===== src/sv/mtrs_pkg.sv =====
// Package for the modular target residue sweep: widths, payload structs and
// the micro-operation table that drives the shared multiply-reduce unit.
// No dependencies.
`default_nettype none

package mtrs_pkg;

  localparam int RESIDUE_WIDTH = 16;
  localparam int RW            = RESIDUE_WIDTH;
  // Widest dividend of the reduction unit: a product of two residues plus an addend.
  localparam int REM_W         = 2 * RW + 1;
  // Widest dividend of a small-constant operation: k * x + z with k below 8.
  localparam int SMALL_W       = RW + 4;
  localparam int SH_W          = $clog2(REM_W);
  localparam int BL_W          = $clog2(RW + 1);
  // Bezout coefficients of the inverse stay within plus or minus p.
  localparam int TRM_W         = RW + 2;
  localparam int MUL_W         = RW + 1 + TRM_W;
  localparam int PC_W          = 5;

  localparam logic [RW-1:0] MIN_MODULUS = RW'(5);

  localparam logic OP_START   = 1'b0;
  localparam logic OP_ADVANCE = 1'b1;

  // Operand sources of a micro-operation.
  localparam logic [3:0] SRC_A  = 4'd0;
  localparam logic [3:0] SRC_T  = 4'd1;
  localparam logic [3:0] SRC_W  = 4'd2;
  localparam logic [3:0] SRC_AI = 4'd3;
  localparam logic [3:0] SRC_B  = 4'd4;
  localparam logic [3:0] SRC_C  = 4'd5;
  localparam logic [3:0] SRC_D  = 4'd6;
  localparam logic [3:0] SRC_E  = 4'd7;
  localparam logic [3:0] SRC_F  = 4'd8;
  localparam logic [3:0] SRC_K  = 4'd9;

  // Addend of a micro-operation.
  localparam logic [1:0] ADD_ZERO  = 2'd0;
  localparam logic [1:0] ADD_U     = 2'd1;
  localparam logic [1:0] ADD_NEG_U = 2'd2;
  localparam logic [1:0] ADD_W     = 2'd3;

  // Destination of a micro-operation.
  localparam logic [1:0] DST_T  = 2'd0;
  localparam logic [1:0] DST_U  = 2'd1;
  localparam logic [1:0] DST_W  = 2'd2;
  localparam logic [1:0] DST_R1 = 2'd3;

  localparam logic [PC_W-1:0] UOP_LAST_PC = PC_W'(24);
  localparam logic [PC_W-1:0] UOP_ECHK_PC = PC_W'(25);

  typedef struct packed {
    logic          op;
    logic [RW-1:0] coef_b;
    logic [RW-1:0] coef_c;
    logic [RW-1:0] coef_d;
    logic [RW-1:0] coef_e;
    logic [RW-1:0] coef_f;
  } in_item_t;

  typedef struct packed {
    logic          ok;
    logic [RW-1:0] sweep_value;
    logic [RW-1:0] target_modulus;
    logic [RW-1:0] first_residue;
    logic [RW-1:0] second_residue;
  } out_item_t;

  // dst = (x * y + addend) mod p; wide marks a full product.
  typedef struct packed {
    logic [3:0] x_src;
    logic [3:0] y_src;
    logic [2:0] k;
    logic [1:0] add;
    logic [1:0] dst;
    logic       wide;
  } uop_t;

  function automatic uop_t mk_uop(input logic [3:0] x, input logic [3:0] y,
                                  input logic [2:0] k, input logic [1:0] add,
                                  input logic [1:0] dst, input logic wide);
    uop_t u;
    u.x_src = x;
    u.y_src = y;
    u.k     = k;
    u.add   = add;
    u.dst   = dst;
    u.wide  = wide;
    return u;
  endfunction

  // Both targets are evaluated by Horner's rule in a, with the inverse terms
  // added at the end. The last entry reduces e on a start beat.
  function automatic uop_t uop_rom(input logic [PC_W-1:0] pc);
    uop_t u;
    unique case (pc)
      PC_W'(0):  u = mk_uop(SRC_B,  SRC_K,  3'd5, ADD_ZERO,  DST_U,  1'b0);
      PC_W'(1):  u = mk_uop(SRC_A,  SRC_K,  3'd6, ADD_NEG_U, DST_T,  1'b0);
      PC_W'(2):  u = mk_uop(SRC_F,  SRC_K,  3'd4, ADD_ZERO,  DST_U,  1'b0);
      PC_W'(3):  u = mk_uop(SRC_T,  SRC_A,  3'd0, ADD_U,     DST_T,  1'b1);
      PC_W'(4):  u = mk_uop(SRC_C,  SRC_K,  3'd3, ADD_ZERO,  DST_U,  1'b0);
      PC_W'(5):  u = mk_uop(SRC_T,  SRC_A,  3'd0, ADD_NEG_U, DST_T,  1'b1);
      PC_W'(6):  u = mk_uop(SRC_D,  SRC_K,  3'd2, ADD_ZERO,  DST_U,  1'b0);
      PC_W'(7):  u = mk_uop(SRC_T,  SRC_A,  3'd0, ADD_U,     DST_T,  1'b1);
      PC_W'(8):  u = mk_uop(SRC_T,  SRC_A,  3'd0, ADD_ZERO,  DST_T,  1'b1);
      PC_W'(9):  u = mk_uop(SRC_AI, SRC_AI, 3'd0, ADD_ZERO,  DST_W,  1'b1);
      PC_W'(10): u = mk_uop(SRC_W,  SRC_E,  3'd0, ADD_ZERO,  DST_W,  1'b1);
      PC_W'(11): u = mk_uop(SRC_T,  SRC_K,  3'd1, ADD_W,     DST_R1, 1'b0);
      PC_W'(12): u = mk_uop(SRC_B,  SRC_K,  3'd4, ADD_ZERO,  DST_U,  1'b0);
      PC_W'(13): u = mk_uop(SRC_A,  SRC_K,  3'd5, ADD_NEG_U, DST_T,  1'b0);
      PC_W'(14): u = mk_uop(SRC_F,  SRC_K,  3'd3, ADD_ZERO,  DST_U,  1'b0);
      PC_W'(15): u = mk_uop(SRC_T,  SRC_A,  3'd0, ADD_U,     DST_T,  1'b1);
      PC_W'(16): u = mk_uop(SRC_C,  SRC_K,  3'd2, ADD_ZERO,  DST_U,  1'b0);
      PC_W'(17): u = mk_uop(SRC_T,  SRC_A,  3'd0, ADD_NEG_U, DST_T,  1'b1);
      PC_W'(18): u = mk_uop(SRC_D,  SRC_K,  3'd1, ADD_ZERO,  DST_U,  1'b0);
      PC_W'(19): u = mk_uop(SRC_T,  SRC_A,  3'd0, ADD_U,     DST_T,  1'b1);
      PC_W'(20): u = mk_uop(SRC_T,  SRC_A,  3'd0, ADD_ZERO,  DST_T,  1'b1);
      PC_W'(21): u = mk_uop(SRC_T,  SRC_A,  3'd0, ADD_ZERO,  DST_T,  1'b1);
      PC_W'(22): u = mk_uop(SRC_E,  SRC_K,  3'd2, ADD_ZERO,  DST_W,  1'b0);
      PC_W'(23): u = mk_uop(SRC_W,  SRC_AI, 3'd0, ADD_ZERO,  DST_W,  1'b1);
      PC_W'(24): u = mk_uop(SRC_T,  SRC_K,  3'd1, ADD_W,     DST_T,  1'b0);
      PC_W'(25): u = mk_uop(SRC_E,  SRC_K,  3'd1, ADD_ZERO,  DST_U,  1'b0);
      default:   u = mk_uop(SRC_A,  SRC_K,  3'd0, ADD_ZERO,  DST_U,  1'b0);
    endcase
    return u;
  endfunction

endpackage

`default_nettype wire


===== src/sv/modular_target_residue_sweep.sv =====
// Top level of the modular target residue sweep: sequencer, Euclid inverse and
// one shared multiplier with a shift-subtract reduction unit. Uses mtrs_pkg.
//
//   channel  direction  handshake            payload
//   cfg_     in         cfg_we               cfg_wdata (prime modulus)
//   in_      in         in_valid / in_ready  in_data  (in_item_t)
//   out_     out        out_valid / out_ready out_data (out_item_t)
//
// One beat is worked on at a time; in_ready is high only while the sequencer idles.
// Each micro-operation runs S_MUL, S_ADD, the S_DIV shift-subtract loop and S_WB; a full
// product aligns the divisor higher than a small-constant one. An evaluation runs 12 + 13
// of them; a Euclid step runs S_INV_TEST, the S_DIV loop, S_INV_MUL and S_INV_UPD. A start
// first reduces e and ends if it is zero; an exhausted advance goes straight to S_DONE.
// rst_n is synchronous; a result waits in S_DONE while out_valid stalls.
`default_nettype none

module modular_target_residue_sweep import mtrs_pkg::*; (
  input  wire logic      clk,
  input  wire logic      rst_n,
  input  wire logic      cfg_we,
  input  wire logic [RW-1:0] cfg_wdata,
  input  wire logic      in_valid,
  output logic           in_ready,
  input  wire in_item_t  in_data,
  output logic           out_valid,
  input  wire logic      out_ready,
  output out_item_t      out_data
);

  localparam logic [3:0] S_IDLE     = 4'd0;
  localparam logic [3:0] S_MUL      = 4'd1;
  localparam logic [3:0] S_ADD      = 4'd2;
  localparam logic [3:0] S_DIV      = 4'd3;
  localparam logic [3:0] S_WB       = 4'd4;
  localparam logic [3:0] S_ECHK     = 4'd5;
  localparam logic [3:0] S_INV_TEST = 4'd6;
  localparam logic [3:0] S_INV_MUL  = 4'd7;
  localparam logic [3:0] S_INV_UPD  = 4'd8;
  localparam logic [3:0] S_INV_FIN  = 4'd9;
  localparam logic [3:0] S_DONE     = 4'd10;

  function automatic logic [BL_W-1:0] bit_len(input logic [RW-1:0] v);
    logic [BL_W-1:0] n;
    n = '0;
    for (int i = 0; i < RW; i++) begin
      if (v[i]) begin
        n = BL_W'(i + 1);
      end
    end
    return n;
  endfunction

  // Control state.
  logic [3:0]       state_r, state_nxt;
  logic             out_valid_r, out_valid_nxt;
  logic             exh_r, exh_nxt;
  logic [RW-1:0]    a_r, a_nxt;
  logic [RW-1:0]    cfg_p_r, cfg_p_nxt;
  logic             div_inv_r, div_inv_nxt;

  // Datapath.
  out_item_t        out_r, out_nxt;
  out_item_t        res_r, res_nxt;
  logic [RW-1:0]    cb_r, cb_nxt, cc_r, cc_nxt, cd_r, cd_nxt, ce_r, ce_nxt, cf_r, cf_nxt;
  logic [PC_W-1:0]  pc_r, pc_nxt;
  logic [RW-1:0]    t_r, t_nxt, u_r, u_nxt, w_r, w_nxt, ai_r, ai_nxt, fr_r, fr_nxt;
  logic signed [MUL_W-1:0] prod_r, prod_nxt;
  logic [REM_W-1:0] rem_r, rem_nxt, dsh_r, dsh_nxt;
  logic [SH_W-1:0]  sh_r, sh_nxt;
  logic [RW-1:0]    quo_r, quo_nxt;
  logic [RW-1:0]    eu_r0_r, eu_r0_nxt, eu_r1_r, eu_r1_nxt;
  logic signed [TRM_W-1:0] eu_t0_r, eu_t0_nxt, eu_t1_r, eu_t1_nxt;

  logic [RW-1:0]    p_eff;
  logic [BL_W-1:0]  bl_p;
  uop_t             uop;
  logic [RW-1:0]    mop_x, mop_y, addend;
  logic signed [RW:0]      mul_a;
  logic signed [TRM_W-1:0] mul_b;
  logic signed [MUL_W-1:0] mul_p;
  logic [REM_W:0]   div_diff;
  logic             div_take;
  logic [SH_W-1:0]  op_sh, inv_sh;
  logic [RW:0]      a_inc;
  logic signed [TRM_W-1:0] t0_adj;
  logic             in_fire;

  assign p_eff    = (cfg_p_r < MIN_MODULUS) ? MIN_MODULUS : cfg_p_r;
  assign bl_p     = bit_len(p_eff);
  assign uop      = uop_rom(pc_r);
  assign in_ready = (state_r == S_IDLE);
  assign in_fire  = in_valid && in_ready;
  assign out_valid = out_valid_r;
  assign out_data  = out_r;

  always_comb begin
    unique case (uop.x_src)
      SRC_A:   mop_x = a_r;
      SRC_T:   mop_x = t_r;
      SRC_W:   mop_x = w_r;
      SRC_AI:  mop_x = ai_r;
      SRC_B:   mop_x = cb_r;
      SRC_C:   mop_x = cc_r;
      SRC_D:   mop_x = cd_r;
      SRC_E:   mop_x = ce_r;
      SRC_F:   mop_x = cf_r;
      default: mop_x = RW'(uop.k);
    endcase
  end

  always_comb begin
    unique case (uop.y_src)
      SRC_A:   mop_y = a_r;
      SRC_T:   mop_y = t_r;
      SRC_W:   mop_y = w_r;
      SRC_AI:  mop_y = ai_r;
      SRC_B:   mop_y = cb_r;
      SRC_C:   mop_y = cc_r;
      SRC_D:   mop_y = cd_r;
      SRC_E:   mop_y = ce_r;
      SRC_F:   mop_y = cf_r;
      default: mop_y = RW'(uop.k);
    endcase
  end

  always_comb begin
    unique case (uop.add)
      ADD_ZERO:  addend = '0;
      ADD_U:     addend = u_r;
      ADD_NEG_U: addend = p_eff - u_r;
      default:   addend = w_r;
    endcase
  end

  // The one multiplier serves both the residue products and the Euclid update.
  always_comb begin
    if (state_r == S_INV_MUL) begin
      mul_a = $signed({1'b0, quo_r});
      mul_b = eu_t1_r;
    end else begin
      mul_a = $signed({1'b0, mop_x});
      mul_b = $signed({2'b00, mop_y});
    end
  end
  assign mul_p = MUL_W'(mul_a) * MUL_W'(mul_b);

  assign div_diff = {1'b0, rem_r} - {1'b0, dsh_r};
  assign div_take = !div_diff[REM_W];

  // The divisor starts just above the largest possible dividend.
  assign op_sh  = uop.wide ? (SH_W'(REM_W) - SH_W'(bl_p))
                           : (SH_W'(SMALL_W) - SH_W'(bl_p));
  assign inv_sh = SH_W'(bit_len(eu_r0_r)) - SH_W'(bit_len(eu_r1_r));
  assign a_inc  = {1'b0, a_r} + (RW + 1)'(1);
  assign t0_adj = eu_t0_r[TRM_W-1] ? (eu_t0_r + $signed({2'b00, p_eff})) : eu_t0_r;

  always_comb begin
    state_nxt     = state_r;
    out_valid_nxt = out_valid_r;
    exh_nxt       = exh_r;
    a_nxt         = a_r;
    cfg_p_nxt     = cfg_we ? cfg_wdata[RW-1:0] : cfg_p_r;
    div_inv_nxt   = div_inv_r;
    out_nxt       = out_r;
    res_nxt       = res_r;
    cb_nxt        = cb_r;
    cc_nxt        = cc_r;
    cd_nxt        = cd_r;
    ce_nxt        = ce_r;
    cf_nxt        = cf_r;
    pc_nxt        = pc_r;
    t_nxt         = t_r;
    u_nxt         = u_r;
    w_nxt         = w_r;
    ai_nxt        = ai_r;
    fr_nxt        = fr_r;
    prod_nxt      = prod_r;
    rem_nxt       = rem_r;
    dsh_nxt       = dsh_r;
    sh_nxt        = sh_r;
    quo_nxt       = quo_r;
    eu_r0_nxt     = eu_r0_r;
    eu_r1_nxt     = eu_r1_r;
    eu_t0_nxt     = eu_t0_r;
    eu_t1_nxt     = eu_t1_r;

    if (out_valid_r && out_ready) begin
      out_valid_nxt = 1'b0;
    end

    unique case (state_r)
      S_IDLE: begin
        if (in_fire) begin
          if (in_data.op == OP_START) begin
            cb_nxt    = in_data.coef_b;
            cc_nxt    = in_data.coef_c;
            cd_nxt    = in_data.coef_d;
            ce_nxt    = in_data.coef_e;
            cf_nxt    = in_data.coef_f;
            exh_nxt   = 1'b0;
            pc_nxt    = UOP_ECHK_PC;
            state_nxt = S_MUL;
          end else if (exh_r) begin
            res_nxt   = '{ok: 1'b0, sweep_value: a_r, target_modulus: p_eff,
                          first_residue: '0, second_residue: '0};
            state_nxt = S_DONE;
          end else if (a_inc >= {1'b0, p_eff}) begin
            a_nxt     = p_eff;
            exh_nxt   = 1'b1;
            res_nxt   = '{ok: 1'b0, sweep_value: p_eff, target_modulus: p_eff,
                          first_residue: '0, second_residue: '0};
            state_nxt = S_DONE;
          end else begin
            a_nxt     = a_inc[RW-1:0];
            eu_r0_nxt = p_eff;
            eu_r1_nxt = a_inc[RW-1:0];
            eu_t0_nxt = '0;
            eu_t1_nxt = TRM_W'(1);
            state_nxt = S_INV_TEST;
          end
        end
      end
      S_MUL: begin
        prod_nxt  = mul_p;
        state_nxt = S_ADD;
      end
      S_ADD: begin
        rem_nxt     = prod_r[REM_W-1:0] + REM_W'(addend);
        dsh_nxt     = REM_W'(p_eff) << op_sh;
        sh_nxt      = op_sh;
        quo_nxt     = '0;
        div_inv_nxt = 1'b0;
        state_nxt   = S_DIV;
      end
      S_DIV: begin
        if (div_take) begin
          rem_nxt = div_diff[REM_W-1:0];
        end
        quo_nxt = {quo_r[RW-2:0], div_take};
        dsh_nxt = dsh_r >> 1;
        if (sh_r == '0) begin
          state_nxt = div_inv_r ? S_INV_MUL : S_WB;
        end else begin
          sh_nxt = sh_r - SH_W'(1);
        end
      end
      S_WB: begin
        unique case (uop.dst)
          DST_T:   t_nxt  = rem_r[RW-1:0];
          DST_U:   u_nxt  = rem_r[RW-1:0];
          DST_W:   w_nxt  = rem_r[RW-1:0];
          default: fr_nxt = rem_r[RW-1:0];
        endcase
        if (pc_r == UOP_ECHK_PC) begin
          state_nxt = S_ECHK;
        end else if (pc_r == UOP_LAST_PC) begin
          res_nxt   = '{ok: 1'b1, sweep_value: a_r, target_modulus: p_eff,
                        first_residue: fr_r, second_residue: rem_r[RW-1:0]};
          state_nxt = S_DONE;
        end else begin
          pc_nxt    = pc_r + PC_W'(1);
          state_nxt = S_MUL;
        end
      end
      S_ECHK: begin
        if (u_r == '0) begin
          // A start whose e vanishes modulo p sits at a = 0 with modulus one.
          a_nxt     = '0;
          res_nxt   = '{ok: 1'b1, sweep_value: '0, target_modulus: RW'(1),
                        first_residue: '0, second_residue: '0};
          state_nxt = S_DONE;
        end else begin
          a_nxt     = RW'(1);
          eu_r0_nxt = p_eff;
          eu_r1_nxt = RW'(1);
          eu_t0_nxt = '0;
          eu_t1_nxt = TRM_W'(1);
          state_nxt = S_INV_TEST;
        end
      end
      S_INV_TEST: begin
        if (eu_r1_r == '0) begin
          state_nxt = S_INV_FIN;
        end else begin
          rem_nxt     = REM_W'(eu_r0_r);
          dsh_nxt     = REM_W'(eu_r1_r) << inv_sh;
          sh_nxt      = inv_sh;
          quo_nxt     = '0;
          div_inv_nxt = 1'b1;
          state_nxt   = S_DIV;
        end
      end
      S_INV_MUL: begin
        prod_nxt  = mul_p;
        state_nxt = S_INV_UPD;
      end
      S_INV_UPD: begin
        eu_r0_nxt = eu_r1_r;
        eu_r1_nxt = rem_r[RW-1:0];
        eu_t0_nxt = eu_t1_r;
        eu_t1_nxt = eu_t0_r - $signed(prod_r[TRM_W-1:0]);
        state_nxt = S_INV_TEST;
      end
      S_INV_FIN: begin
        // Without a unit gcd there is no inverse and it counts as zero.
        ai_nxt    = (eu_r0_r == RW'(1)) ? t0_adj[RW-1:0] : '0;
        pc_nxt    = '0;
        state_nxt = S_MUL;
      end
      S_DONE: begin
        if (!out_valid_r || out_ready) begin
          out_nxt       = res_r;
          out_valid_nxt = 1'b1;
          state_nxt     = S_IDLE;
        end
      end
      default: begin
        state_nxt = S_IDLE;
      end
    endcase
  end

  always_ff @(posedge clk) begin
    if (!rst_n) begin
      state_r     <= S_IDLE;
      out_valid_r <= 1'b0;
      exh_r       <= 1'b1;
      a_r         <= '0;
      cfg_p_r     <= MIN_MODULUS;
      div_inv_r   <= 1'b0;
    end else begin
      state_r     <= state_nxt;
      out_valid_r <= out_valid_nxt;
      exh_r       <= exh_nxt;
      a_r         <= a_nxt;
      cfg_p_r     <= cfg_p_nxt;
      div_inv_r   <= div_inv_nxt;
    end
  end

  always_ff @(posedge clk) begin
    out_r   <= out_nxt;
    res_r   <= res_nxt;
    cb_r    <= cb_nxt;
    cc_r    <= cc_nxt;
    cd_r    <= cd_nxt;
    ce_r    <= ce_nxt;
    cf_r    <= cf_nxt;
    pc_r    <= pc_nxt;
    t_r     <= t_nxt;
    u_r     <= u_nxt;
    w_r     <= w_nxt;
    ai_r    <= ai_nxt;
    fr_r    <= fr_nxt;
    prod_r  <= prod_nxt;
    rem_r   <= rem_nxt;
    dsh_r   <= dsh_nxt;
    sh_r    <= sh_nxt;
    quo_r   <= quo_nxt;
    eu_r0_r <= eu_r0_nxt;
    eu_r1_r <= eu_r1_nxt;
    eu_t0_r <= eu_t0_nxt;
    eu_t1_r <= eu_t1_nxt;
  end

  // The partial remainder never reaches twice the aligned divisor.
  a_div_bound: assert property (@(posedge clk) disable iff (!rst_n)
    state_r == S_DIV |-> ({1'b0, rem_r} < {dsh_r, 1'b0}))
    else $error("reduction remainder out of range");

  // With p at least five the gcd of the inverse search is never zero.
  a_gcd_nonzero: assert property (@(posedge clk) disable iff (!rst_n)
    state_r == S_INV_FIN |-> eu_r0_r != '0)
    else $error("inverse search ended on zero gcd");

  a_one_at_a_time: assert property (@(posedge clk) disable iff (!rst_n)
    in_valid && in_ready |=> !in_ready)
    else $error("second beat accepted while busy");

  a_residue_range: assert property (@(posedge clk) disable iff (!rst_n)
    out_valid && out_data.ok && out_data.target_modulus != RW'(1) |->
      out_data.first_residue < out_data.target_modulus &&
      out_data.second_residue < out_data.target_modulus)
    else $error("residue not reduced");

  a_exhausted_zero: assert property (@(posedge clk) disable iff (!rst_n)
    out_valid && !out_data.ok |->
      out_data.first_residue == '0 && out_data.second_residue == '0)
    else $error("exhausted result carries residues");

endmodule

`default_nettype wire

===== config.mk =====
export PLATFORM = sky130hd
export DESIGN_NAME = modular_target_residue_sweep
export DESIGN_NICKNAME = d
export VERILOG_FILES = /design/src/sv/mtrs_pkg.sv /design/src/sv/modular_target_residue_sweep.sv
export SDC_FILE = /design/constraint.sdc
export NUM_CORES = 2
export LEC_CHECK = 0
export BUFFER_PORTS_ARGS = -buffer_cell sky130_fd_sc_hd__buf_2
export CAP_MARGIN = 20
export CORE_ASPECT_RATIO = 1.5
export CORE_MARGIN = 2
export CORE_UTILIZATION = 25
export CTS_CLUSTER_DIAMETER = 60
export DETAILED_ROUTE_END_ITERATION = 10
export PLACE_DENSITY = 0.44
export SLEW_MARGIN = 5
export SYNTH_ARGS = -nofsm -noshare
export SYNTH_HDL_FRONTEND = slang
export SYNTH_SLANG_ARGS = --single-unit

===== constraint.sdc =====
create_clock -name clk -period 11.1 [get_ports clk]
set_input_delay 1.11 -clock clk [delete_from_list [all_inputs] [get_ports clk]]
set_output_delay 1.11 -clock clk [all_outputs]
set_load 0.05 [all_outputs]

==> summary by stage <==
Outcome
The flow ran to the end, and the final reports show no timing, DRC or antenna violations.

Critical path
The type of the worst setup path is register to register. The worst setup path is captured at a register. The critical path contains buffers and inverters numbering 7 combined. The required time of the worst setup path is approximately 12 ns. In this design, the stage delay of the slowest critical-path cell is between 0.6 and 0.7 ns. Among cell families on the critical path, the largest total delay comes from adder cells. The maximum fanout encountered on the critical timing path is 74. Data arrives at the worst endpoint at 9.60 ns. The most frequent cell on the critical path is sky130_fd_sc_hd__fa_1. The slowest cell on the critical path is sky130_fd_sc_hd__a22oi_1. The worst setup path is launched from a register.

Placed design
In this run, placement finished with an instance count of 6454. Detailed placement finished with a half-perimeter wire length of 126900 µm. The routability congestion estimate from global placement is 0.9355. The count of port buffers added during placement is approximately 170.

Final layout
The fraction of final layout cells with drive strength greater than 1 is 0.1099. Leaving out fill and tap cells, the most frequent cell in the layout is sky130_fd_sc_hd__inv_1. The synthesis-to-layout area growth is 15.09%. The net count of the finished layout is about 5k. The number of standard cells in the final layout excluding fillers is 6590.

Leaving out fill and tap cells, the most frequent cells in the layout are sky130_fd_sc_hd__inv_1, sky130_fd_sc_hd__edfxtp_1, sky130_fd_sc_hd__nor2_1, sky130_fd_sc_hd__nand2_1, sky130_fd_sc_hd__fa_1.

Floorplanning
In this run the vertical extent of the chip is 503.7 µm. The die width is roughly 340 µm. The floorplan row count is about 180. The initial core utilization is 0.2514. The floorplan step defined a die boundary enclosing roughly 170000 µm². The core region is 165500 µm². The I/O pin total is 169.

Clock network
TritonCTS built the clock tree. Clock tree synthesis inserted a total of between 70 and 80 buffers. The deepest level of the CTS H-tree is 3. The clock root buffer is sky130_fd_sc_hd__clkbuf_16. The maximum root-to-sink buffer count is 3. After clock tree synthesis, the clock-pin slew on the worst setup and hold paths is about 0.060 ns.

The clock insertion delay at the later pin of the skew report is between 0.6 and 0.7 ns. Hold repair after CTS inserted 0 buffers. Gates resized during post-CTS repair numbered 0. Once the clock tree was built, the setup fixing pass inserted 0 buffers. CTS saw ~540 sinks.

Power and ir drop
The largest vdd supply drop is between 0.0001 and 0.00015 V. The power density over cell area is between 200 and 300 nW/µm². The analysis attributes to cell leakage a power of 0.01950 µW.

Timing
After routing, the total negative slack on setup checks comes to 0 ns. The count of final hold-check violations is 0. The actual transition at the worst max-transition pin is 1.139 ns.

In this run the tightest slew margin relative to its limit is 0.2324. On the final layout, the worst clock skew is ~0.04 ns. The count of final max-slew check failures is 0. For the finished layout, the period the worst path requires is ~9.2 ns. Setup repair after global routing left no endpoint under its margin. The final setup violation count is 0. In the finished design, the share of the clock period the worst path needs comes to 0.8277.

Based on the critical path, the design can be clocked at up to 108.8 MHz.

Logic synthesis
By area the synthesized netlist is led by sky130_fd_sc_hd__edfxtp_1, sky130_fd_sc_hd__fa_1, sky130_fd_sc_hd__ha_1. The net count of the mapped netlist is 4755. Of the post-synthesis cell area, the dominant cell type holds 0.3493.

The most used flip-flop cell after synthesis is sky130_fd_sc_hd__edfxtp_1. The register bit total from synthesis is about 540. The cell area that synthesis handed to floorplanning was around 42000 µm². The synthesized design contains approximately 480 enable-type register cells. Synthesis instantiated 96 different standard cells from the library. For this run, asynchronously set or reset flops after synthesis account for 0. The sequential share of the synthesized area is 0.3758. Each instance of the synthesized netlist takes up on average 10.03 µm². Counting every instance in the synthesized netlist gives between 4k and 5k. During synthesis, Yosys emitted a total of 0 warnings.

Of all cell types, the one taking the most synthesized area is sky130_fd_sc_hd__edfxtp_1.

Hold path
In this run the worst hold path is classified as register to register.

Global routing
The wire length of the first global-routing pass is 232900 µm. The number of antenna violations at the first check in global routing is 13. For this run the aggregate overflow at the end of global routing stands at 0. The via count of the first global-routing pass is between 30k and 40k. In the global route stage, overall resource usage came out at 0.1890.

Entering global routing, the biggest net connects 75 pins.

Flow run
The tool flagged a number of max-cap violations equal to 0.

Route
The routed design has roughly 160000 µm of wire. The mean routed wirelength per cell is 24.45 µm. After detailed routing, the number of remaining DRC violations is 0. The detailed router finished its first iteration with between 2k and 3k violations. Once detail routing completed, the nets flagged for antenna violations numbered 0. The total number of vias is 33.00k.

The number of search-and-repair iterations in the first detailed-routing pass is 8. The post-detailed-route via-to-cell ratio is around 5.0.
-- final timing paths --
path,start,end,slack [ns],depth (start not counted)
worst min-delay path,res_r[14],out_data[14],0.42,0
worst max-delay path,state_r[1],prod_r[32],1.91,28
worst max register to register,state_r[1],prod_r[32],1.91,28
worst min register to register,res_r[14],out_data[14],0.42,0
-- synthesized netlist by cell type, drive strengths merged (27+ instances only) --
cell type,n
xor2,68
o21ai,182
a22oi,119
nand2,320
nor2b,48
fa,287
ha,216
a211oi,28
inv,509
and3,55
nand2b,53
a31oi,36
o22ai,30
a21oi,190
dfxtp,55
nand4,34
buf,32
nand3,57
o21a,27
mux2i,117
a22o,63
nor3,79
xnor2,100
nor2,344
edfxtp,484
a21o,48
and2,91
clkbuf,163
-- state kept, by name, summed over array words and instances (netlist names), 18 cells and up --
register / count
prod_r: 33
eu_t1_r: 18
dsh_r: 33
rem_r: 33
eu_t0_r: 18
res_r: 65
out_data: 65
-- worst reg2reg max path: cells and delay by family (launching register included) --
family	cells	cell delay (ns)
xor+xnor	1	0.15
fa+ha+maj	7	3.40
flops	1	0.59
buf+inv	7	1.22
simple gates	4	0.88
compound gates	9	2.70
-- layer usage --
metal,wire length (µm),track usage,up-vias,part of all wire
met5,0,0,-,0
li1,-,-,14965,-
met3,7690,0.02041,317,0.048
met2,81690,0.3372,1125,0.51
met4,8544,0.09840,0,0.053
met1,63190,0.2219,16591,0.39
-- area by class of cell --
type | instances | area (µm²)
Inverter | 513 | 1928
Multi-Input combinational cell | 2903 | 23420
Tap cell | 2220 | 2778
Antenna cell | 1 | 2.502
Clock inverter | 43 | 476.7
Fill cell | 17463 | 117700
Clock buffer | 90 | 1954
Timing Repair Buffer | 281 | 1697
Sequential cell | 539 | 15640
-- power by group --
group	switching [µW]	internal [µW]
Combinational	4010	2150
Sequential	578	2930
Clock	1010	1400
-- logic make-up after synthesis --
kind of cell	share of synthesized area
compound gates	0.1525
xor+xnor	0.03599
fa+ha+maj	0.2033
buf+inv	0.06498
flops	0.3758
mux	0.03437
simple gates	0.1331
-- metrics by stage --
stage               instance area (µm²)  utilization  hold WS (ns)  worst slack [ns]  power, µW
floorplan                         41610            -        0.4003             3.096       7364
global placement                  45420       0.2744        0.4006             2.036       9680
detailed placement                45440       0.2745        0.4045             1.926       9658
CTS                               47870       0.2892        0.4181             1.910      12150
global route                      47890       0.2893        0.4229             1.425      12830
finish                            47890       0.2893        0.4175             1.912      12080
(Power assumes the default switching activity.)
